<file path="config.mk">
export PLATFORM = sky130hd
export DESIGN_NAME = simple8b_packer
export DESIGN_NICKNAME = d
export VERILOG_FILES = /design/src/rtl/core/s8b_pkg.sv /design/src/rtl/core/simple8b_packer.sv
export VERILOG_INCLUDE_DIRS = /design/src /design/src/rtl/core
export SDC_FILE = /design/constraint.sdc
export NUM_CORES = 2
export LEC_CHECK = 0
export ABC_AREA = 1
export BUFFER_PORTS_ARGS = -buffer_cell sky130_fd_sc_hd__buf_2
export CAP_MARGIN = 20
export CORE_ASPECT_RATIO = 0.8
export CORE_MARGIN = 2
export CORE_UTILIZATION = 60
export DETAILED_ROUTE_END_ITERATION = 6
export PLACE_DENSITY_LB_ADDON = 0.1
export SLEW_MARGIN = 15
export SYNTH_ARGS = -nofsm -noshare
export SYNTH_HDL_FRONTEND = slang
export SYNTH_SLANG_ARGS = --single-unit
</file>
<file path="constraint.sdc">
create_clock -name aclk -period 9.7 [get_ports aclk]
set_input_delay 0.485 -clock aclk [delete_from_list [all_inputs] [get_ports aclk]]
set_output_delay 0.485 -clock aclk [all_outputs]
set_load 0.05 [all_outputs]
</file>
<file path="src/rtl/core/simple8b_packer_assert.svh">
// assertion helpers for the simple-8b packer
`ifndef SIMPLE8B_PACKER_ASSERT_SVH
`define SIMPLE8B_PACKER_ASSERT_SVH

// clocked check, ignored while reset is held
`define S8B_CHECK(lbl, prop, msg) \
    lbl: assert property (@(posedge aclk) disable iff (!aresetn) (prop)) else $error(msg);

// clocked check that also holds during reset
`define S8B_CHECK_ALWAYS(lbl, prop, msg) \
    lbl: assert property (@(posedge aclk) (prop)) else $error(msg);

`endif

</file>
<file path="src/rtl/core/s8b_pkg.sv">
// ----------------------------------------------------------------------------
// s8b_pkg
// Selector tables and shared constants of the simple-8b packer.
// ----------------------------------------------------------------------------
`timescale 1ns / 1ps
`default_nettype none

package s8b_pkg;

    localparam int SEL_W       = 4;
    localparam int PAYLOAD_W   = 60;
    localparam int BITS_W      = 6;
    localparam int COUNT_W     = 8;
    localparam int STORE_DEPTH = 60;
    localparam int ADDR_W      = 6;
    localparam int IN_W        = 32;
    localparam int OUT_TDATA_W = 72;

    localparam logic [SEL_W-1:0] SEL_ZERO240 = 4'd0;
    localparam logic [SEL_W-1:0] SEL_ZERO120 = 4'd1;
    localparam logic [SEL_W-1:0] SEL_MAX     = 4'd15;

    localparam logic KIND_PUSH  = 1'b0;
    localparam logic KIND_FLUSH = 1'b1;

    // values per group
    function automatic logic [COUNT_W-1:0] grp_count(input logic [SEL_W-1:0] s);
        logic [COUNT_W-1:0] r;
        unique case (s)
            4'd0:  r = 8'd240;
            4'd1:  r = 8'd120;
            4'd2:  r = 8'd60;
            4'd3:  r = 8'd30;
            4'd4:  r = 8'd20;
            4'd5:  r = 8'd15;
            4'd6:  r = 8'd12;
            4'd7:  r = 8'd10;
            4'd8:  r = 8'd8;
            4'd9:  r = 8'd7;
            4'd10: r = 8'd6;
            4'd11: r = 8'd5;
            4'd12: r = 8'd4;
            4'd13: r = 8'd3;
            4'd14: r = 8'd2;
            4'd15: r = 8'd1;
        endcase
        return r;
    endfunction

    // bits per value
    function automatic logic [BITS_W-1:0] grp_bits(input logic [SEL_W-1:0] s);
        logic [BITS_W-1:0] r;
        unique case (s)
            4'd0:  r = 6'd0;
            4'd1:  r = 6'd0;
            4'd2:  r = 6'd1;
            4'd3:  r = 6'd2;
            4'd4:  r = 6'd3;
            4'd5:  r = 6'd4;
            4'd6:  r = 6'd5;
            4'd7:  r = 6'd6;
            4'd8:  r = 6'd7;
            4'd9:  r = 6'd8;
            4'd10: r = 6'd10;
            4'd11: r = 6'd12;
            4'd12: r = 6'd15;
            4'd13: r = 6'd20;
            4'd14: r = 6'd30;
            4'd15: r = 6'd60;
        endcase
        return r;
    endfunction

    // used payload bits of a full group
    function automatic logic [BITS_W-1:0] grp_total(input logic [SEL_W-1:0] s);
        logic [BITS_W-1:0] r;
        unique case (s)
            4'd0, 4'd1: r = 6'd0;
            4'd8, 4'd9: r = 6'd56;
            default:    r = 6'd60;
        endcase
        return r;
    endfunction

endpackage

`default_nettype wire

</file>
<file path="src/rtl/core/simple8b_packer.sv">
// ----------------------------------------------------------------------------
// simple8b_packer
// Simple-8b packer: buffers values and emits selector / payload groups.
// ----------------------------------------------------------------------------
// A push that fits the current group is taken in the idle state and the next
// request can follow right away. A push that overflows, or a flush request,
// runs the group sequencer: each group passes through a planning state; then,
// for groups with nonzero lanes, a gather state reads each value through the
// single read port of the value store, with registered read data; then an
// emit state passes the group to the output register. Zero-run groups skip
// the store. The input is not taken while groups are being built; the output
// register lets the next push arrive while the last group waits downstream.
`timescale 1ns / 1ps
`default_nettype none

`include "simple8b_packer_assert.svh"

module simple8b_packer #(
    parameter int VALUE_BITS = 32
) (
    input  wire logic                              aclk,
    input  wire logic                              aresetn,
    input  wire logic                              s_tvalid,
    output logic                                   s_tready,
    input  wire logic [s8b_pkg::IN_W-1:0]          s_tdata,  // value
    input  wire logic [0:0]                        s_tuser,  // kind
    output logic                                   m_tvalid,
    input  wire logic                              m_tready,
    output logic [s8b_pkg::OUT_TDATA_W-1:0]        m_tdata,  // payload, payload_bits
    output logic [s8b_pkg::SEL_W-1:0]              m_tuser,  // selector
    output logic                                   m_tlast
);
    import s8b_pkg::*;

    localparam int STORE_W = (VALUE_BITS < IN_W) ? VALUE_BITS : IN_W;

    typedef enum logic [1:0] {ST_IDLE, ST_PLAN, ST_GATHER, ST_EMIT} state_t;

    state_t               state_reg;
    logic [COUNT_W-1:0]   count_reg;
    logic [SEL_W-1:0]     wi_reg;
    logic                 push_reg;
    logic [STORE_W-1:0]   val_reg;
    logic [SEL_W-1:0]     ni0_reg;
    logic [ADDR_W-1:0]    base_reg;
    logic [SEL_W-1:0]     g_sel_reg;
    logic [COUNT_W-1:0]   g_take_reg;
    logic [BITS_W-1:0]    g_bits_reg;
    logic [BITS_W-1:0]    w_reg;
    logic [ADDR_W-1:0]    issue_reg;
    logic [ADDR_W-1:0]    recv_reg;
    logic [BITS_W-1:0]    pos_reg;
    logic [PAYLOAD_W-1:0] acc_reg;
    logic                 rd_valid_reg;
    logic [STORE_W-1:0]   rd_data_reg;
    logic                 m_valid_reg;
    logic [SEL_W-1:0]     m_sel_reg;
    logic [PAYLOAD_W-1:0] m_payload_reg;
    logic [BITS_W-1:0]    m_bits_reg;
    logic                 m_last_reg;

    logic [STORE_W-1:0]   mem [STORE_DEPTH];

    logic [STORE_W-1:0]   in_val;
    logic [BITS_W-1:0]    in_len;
    logic [SEL_W-1:0]     ni;
    logic [SEL_W-1:0]     ni0;
    logic [SEL_W-1:0]     gs;
    logic                 accept;
    logic                 overflow;
    logic                 out_free;
    logic [COUNT_W-1:0]   new_count;
    logic                 greedy;
    logic                 done_once;
    logic                 more_push;
    logic                 grp_last;
    logic                 wr_en;
    logic [ADDR_W-1:0]    wr_addr;
    logic [STORE_W-1:0]   wr_data;
    logic                 rd_en;
    logic [ADDR_W-1:0]    rd_addr;
    logic [PAYLOAD_W-1:0] lane_mask;
    logic [PAYLOAD_W-1:0] lane_val;

    assign in_val = s_tdata[STORE_W-1:0];
    assign accept = s_tvalid && s_tready;
    assign s_tready = (state_reg == ST_IDLE);

    always_comb begin
        in_len = '0;
        for (int i = 0; i < STORE_W; i++) begin
            if (in_val[i]) begin
                in_len = BITS_W'(i + 1);
            end
        end
    end

    // narrowest selector at or above the current one that fits the value
    always_comb begin
        ni  = SEL_MAX;
        ni0 = SEL_MAX;
        for (int k = 15; k >= 0; k--) begin
            if (grp_bits(SEL_W'(k)) >= in_len) begin
                ni0 = SEL_W'(k);
                if (SEL_W'(k) >= wi_reg) begin
                    ni = SEL_W'(k);
                end
            end
        end
    end

    // largest group the buffered count fills
    always_comb begin
        gs = SEL_MAX;
        for (int k = 15; k >= 0; k--) begin
            if (count_reg >= grp_count(SEL_W'(k))) begin
                gs = SEL_W'(k);
            end
        end
    end

    assign overflow  = count_reg >= grp_count(ni);
    assign out_free  = !m_valid_reg || m_tready;
    assign new_count = count_reg - g_take_reg;
    assign greedy    = (g_sel_reg != SEL_ZERO240) && (g_sel_reg != SEL_ZERO120);
    assign done_once = !greedy || (new_count == '0);
    assign more_push = new_count >= grp_count(ni0_reg);
    assign grp_last  = push_reg ? (done_once && !more_push) : (new_count == '0);

    always_comb begin
        wr_en   = 1'b0;
        wr_addr = count_reg[ADDR_W-1:0];
        wr_data = in_val;
        if (state_reg == ST_IDLE) begin
            wr_en = accept && (s_tuser[0] == KIND_PUSH) && !overflow
                    && (count_reg < COUNT_W'(STORE_DEPTH));
        end else if (state_reg == ST_EMIT) begin
            wr_en   = out_free && grp_last && push_reg
                      && (new_count < COUNT_W'(STORE_DEPTH));
            wr_addr = new_count[ADDR_W-1:0];
            wr_data = val_reg;
        end
    end

    assign rd_en     = (state_reg == ST_GATHER) && (issue_reg < g_take_reg[ADDR_W-1:0]);
    assign rd_addr   = base_reg + issue_reg;
    assign lane_mask = (PAYLOAD_W'(1) << w_reg) - PAYLOAD_W'(1);
    assign lane_val  = PAYLOAD_W'(rd_data_reg) & lane_mask;

    always_ff @(posedge aclk) begin
        if (wr_en) begin
            mem[wr_addr] <= wr_data;
        end
    end

    always_ff @(posedge aclk) begin
        if (rd_en) begin
            rd_data_reg <= mem[rd_addr];
        end
    end

    always_ff @(posedge aclk) begin
        if (!aresetn) begin
            state_reg    <= ST_IDLE;
            count_reg    <= '0;
            wi_reg       <= '0;
            push_reg     <= 1'b0;
            base_reg     <= '0;
            issue_reg    <= '0;
            recv_reg     <= '0;
            rd_valid_reg <= 1'b0;
            m_valid_reg  <= 1'b0;
        end else begin
            rd_valid_reg <= rd_en;
            // the emit state reloads the output register on its own
            if (m_valid_reg && m_tready && (state_reg != ST_EMIT)) begin
                m_valid_reg <= 1'b0;
            end
            unique case (state_reg)
                ST_IDLE: begin
                    if (accept) begin
                        if (s_tuser[0] == KIND_FLUSH) begin
                            push_reg <= 1'b0;
                            if (count_reg != '0) begin
                                state_reg <= ST_PLAN;
                            end
                        end else if (overflow) begin
                            push_reg  <= 1'b1;
                            val_reg   <= in_val;
                            ni0_reg   <= ni0;
                            state_reg <= ST_PLAN;
                        end else begin
                            count_reg <= count_reg + 1'b1;
                            wi_reg    <= ni;
                        end
                    end
                end
                ST_PLAN: begin
                    acc_reg   <= '0;
                    pos_reg   <= '0;
                    issue_reg <= '0;
                    recv_reg  <= '0;
                    if ((wi_reg == '0) && (count_reg >= grp_count(SEL_ZERO240))) begin
                        g_sel_reg  <= SEL_ZERO240;
                        g_take_reg <= count_reg;
                        g_bits_reg <= '0;
                        state_reg  <= ST_EMIT;
                    end else if ((wi_reg == '0)
                                 && (count_reg >= grp_count(SEL_ZERO120))) begin
                        g_sel_reg  <= SEL_ZERO120;
                        g_take_reg <= grp_count(SEL_ZERO120);
                        g_bits_reg <= '0;
                        state_reg  <= ST_EMIT;
                    end else begin
                        g_sel_reg  <= gs;
                        g_take_reg <= grp_count(gs);
                        g_bits_reg <= grp_total(gs);
                        w_reg      <= grp_bits(gs);
                        // all buffered values are zero while the width is zero
                        state_reg  <= (wi_reg == '0) ? ST_EMIT : ST_GATHER;
                    end
                end
                ST_GATHER: begin
                    if (rd_en) begin
                        issue_reg <= issue_reg + 1'b1;
                    end
                    if (rd_valid_reg) begin
                        acc_reg  <= acc_reg | (lane_val << pos_reg);
                        pos_reg  <= pos_reg + w_reg;
                        recv_reg <= recv_reg + 1'b1;
                        if ((recv_reg + 1'b1) == g_take_reg[ADDR_W-1:0]) begin
                            state_reg <= ST_EMIT;
                        end
                    end
                end
                ST_EMIT: begin
                    if (out_free) begin
                        m_valid_reg   <= 1'b1;
                        m_sel_reg     <= g_sel_reg;
                        m_payload_reg <= acc_reg;
                        m_bits_reg    <= g_bits_reg;
                        m_last_reg    <= grp_last;
                        if (grp_last && push_reg) begin
                            count_reg <= new_count + 1'b1;
                            wi_reg    <= ni0_reg;
                        end else begin
                            count_reg <= new_count;
                            if (done_once) begin
                                wi_reg <= '0;
                            end
                        end
                        base_reg <= (greedy && !done_once)
                                    ? base_reg + g_take_reg[ADDR_W-1:0] : '0;
                        state_reg <= grp_last ? ST_IDLE : ST_PLAN;
                    end
                end
                default: state_reg <= ST_IDLE;
            endcase
        end
    end

    assign m_tvalid = m_valid_reg;
    assign m_tuser  = m_sel_reg;
    assign m_tlast  = m_last_reg;
    assign m_tdata  = {{(OUT_TDATA_W - PAYLOAD_W - BITS_W){1'b0}}, m_bits_reg, m_payload_reg};

    // a nonzero lane width keeps the buffer within the store
    `S8B_CHECK(a_width_count, (wi_reg != '0) |-> (count_reg <= COUNT_W'(STORE_DEPTH)), "count beyond store with nonzero width")
    `S8B_CHECK(a_read_range, rd_en |-> (rd_addr < ADDR_W'(STORE_DEPTH)), "store read out of range")
    `S8B_CHECK(a_gather_width, (state_reg == ST_GATHER) |-> (wi_reg != '0), "gather on a zero run")
    `S8B_CHECK(a_bits_code, m_valid_reg |-> ((m_bits_reg == 6'd0) || (m_bits_reg == 6'd56) || (m_bits_reg == 6'd60)), "bad payload bit count")

endmodule

`default_nettype wire
</file>
==> results.md <==
* Final Max Tran Viols at 0
* Sink Count at ~2200
* GRT Util Overall at 34.2%
* Type of the most critical hold path: input port to flop
* Crit. Startpoint: s_tdata[2]
* Largest net degree at the start of global routing at 204
* Main combinational cell family by area after synthesis: compound AO/OA/AOI/OAI gates
* Startpoint types: input port
* Starting DRT DRC Count at 9559
* Hold path depth at 2
* Ys flop type: edfxtp_1
* Post-synthesis register bit count at around 2200
* Yosys warnings at 0
* Mean Syn Cell Area at ~12 sq um
* Slew Limit Headroom at 18.0%
* DP HPWL at around 160000 um
* Die Y at 352 um
* Die area at 154000 sq um
* Clock Tree Root: clkbuf_16
* Compound-Gate Fraction of Synth Area at 13.2%
* Period minus WS final at 7710 ps
* Post-route cell area at roughly 100000 sq um
* Asr flop ratio synth at 0%
* Synth Area in XOR/XNOR at 0.241%
* H-tree levels at 4
* 1st-pass router iterations at 7
* Most frequent cells in the layout: edfxtp_1 (2141), nor2_1 (1142), o21ai_0 (1134)
* First-pass GRT wire length at 386000 um
* CP Capture Type: flop
* Post-Synthesis Cell Area at 90700 sq um
* Worst-path fanout max at 23
* Post-DP Area at 94000 sq um
* Synth cell types at 71
* Period utilisation layout at 79.4%
* Area Growth Syn to Fin at 11.0%
* Site row count at ~130
* Commonest non-fill, non-tap cell in the layout: edfxtp_1
* Drt total wl at ~270000 um
* Setup crit end: mem[13][22]
* Max Cap Viol at 0
* Seq/Total Area, Yosys at 71.7%
* RD Place Congestion at 1.00
* Slew @ Worst Pin at 1220 ps
* Initial antenna violation count at 12
* Share of post-route cells with drive strength above 1 at 9.17%
* Setup Skew at ~28 ps
* CTS tree: built
* Largest register FFs at 1920
* Cell mode on critical path: nand2_1
* Multiplexer area fraction after synthesis at less than 1%
* Net count, final at 7667
* Final ANT Viol Nets at 0
* Fmax at 0.130 GHz
* CP Class: input port to flop
* R2r setup slk at 3600 ps
* EDFF count, synth at 2141
* DRC at 14
* Initial Util at between 60% and 70%
* Die Width at ~440 um
* IO Count at 116
* Input/output buffers at around 110
* Num CTS Buffers at roughly 200
* RSZ-0062 raised after global routing: false
* Outcome: finished with violations
* Post-CTS Setup Bufs at 0
* Post-CTS Hold Buffers at 36
* Adder-Cell Fraction of Synth Area at roughly 1.1%
* Clk pin slew, worst setup/hold paths at about 60 ps
* Setup TNS at 0 ps
* Cts repair resizes at 0
* Worst r2r src: count_reg[2]
* Worst path slowest cell: nor2_4
* Worst-case reg-to-reg path depth at 18
* Simple-gate share of the synthesized area at about a tenth
* Vias in the first global route at 57400
* Remaining Overflow, GRT at 0
* CTS max path bufs at 3
* Mapped Cells at 7539
* Final Hold Vio Count at 0
* Leak Pwr at approximately 34 nW
* Core ar. at 150000 sq um
* WP data arrival at 8240 ps
* Peak supply drop at 0.212 mV
* Vias post-DR at ~62000
* Worst R2R End: mem[13][22]
* Worst endpoint required time at 10240 ps
* CP max stage delay at 590 ps
* Final Setup Violations at 0
* Via/cell ratio at roughly 6.4
* Failing checks: design-rule violations
* Worst skew pair latency at 840 ps
* Wire per inst at 27.3 um
* P per Cell Area at 257 nW/um^2
[synth_stat cells, drive strengths merged (4+ instances only)]
cell type	count	area (sq um)
a211oi	42	320
a21boi	4	30.0
a21oi	245	1230
a221oi	12	111
a31oi	51	319
buf	56	315
clkbuf	440	1670
clkinv	6	28.8
dfxtp	35	701
edfxtp	2141	64300
fa	4	80.1
ha	71	888
inv	287	1080
mux2i	8	80.1
nand2	833	3130
nand3	245	1270
nand4	8	50.1
nor2	1212	4580
nor3	34	198
nor4	4	31.3
o211ai	7	52.6
o21a	21	158
o21ai	1209	6080
o221ai	132	1160
o22ai	361	2260
o41ai	4	53.8
or2	11	68.8
xnor2	5	43.8
xor2	20	175
[power by group]
part / switching [mW] / internal, mW
Combinational: 5.44 / 1.77
Clock: 3.41 / 4.18
Sequential: 0.186 / 10.9
Total: 9.04 / 16.8
[final cells by class]
class / count / area [sq um]
Antenna cell: 3 / 7.51
Clock buffer: 254 / 5350
Clock inverter: 111 / 855
Fill cell: 11000 / 49300
Inverter: 293 / 1130
Multi-Input combinational cell: 4580 / 23600
Sequential cell: 2176 / 65000
Tap cell: 1999 / 2500
Timing Repair Buffer: 303 / 2320
[kinds of logic after synthesis]
family,count (synthesis)
AO/OA/AOI/OAI,2108
XOR/XNOR,25
adder cells (fa/ha/maj),75
buffers and inverters,790
flip-flops,2176
multiplexers,8
other,1
AND/OR/NAND/NOR,2356
[stage by stage]
step / instances / power [mW] / worst slack, ps / hold slack (ps) / utilization (%)
finish: 9719 / 25.9 / 1990 / 386 / 67.1
global route: 9716 / 26.9 / 1310 / 372 / 67.1
CTS: 9709 / 25.7 / 2060 / 323 / 67.1
detailed placement: 9308 / 18.3 / 1740 / 405 / 62.7
global placement: 9305 / 18.2 / 1670 / 401 / 62.7
floorplan: 7546 / 15.6 / 2750 / 400 / -
[critical path, delay by kind of cell]
family / cells / cell delay [ps]
and+or+nand+nor: 39 / 3800
buffers and inverters: 8 / 1860
AOI/OAI and AO/OA: 10 / 1500
adders and majority gates: 2 / 560
[metal layers]
| metal | GRT usage [%] | share of wire [%] | vias up |
|---|---|---|---|
| li1 | - | - | 27600 |
| met1 | 50.1 | 40 | 30300 |
| met2 | 49.0 | 43 | 3627 |
| met3 | 10.2 | 13 | 457 |
| met4 | 12.2 | 3.6 | 8 |
| met5 | 0 | 0.022 | - |
[worst min-delay path by stage]
stage | start | to | slack [ps]
final | s_tdata[29] | val_reg[29] | 390
after global routing | s_tdata[1] | val_reg[1] | 370
after CTS | s_tdata[29] | val_reg[29] | 320
after detailed placement | g_bits_reg[2] | m_bits_reg[2] | 410
after global placement | g_bits_reg[4] | m_bits_reg[4] | 400
after floorplan | g_bits_reg[2] | m_bits_reg[2] | 400
Note: power is estimated with default switching activity, not from simulation.
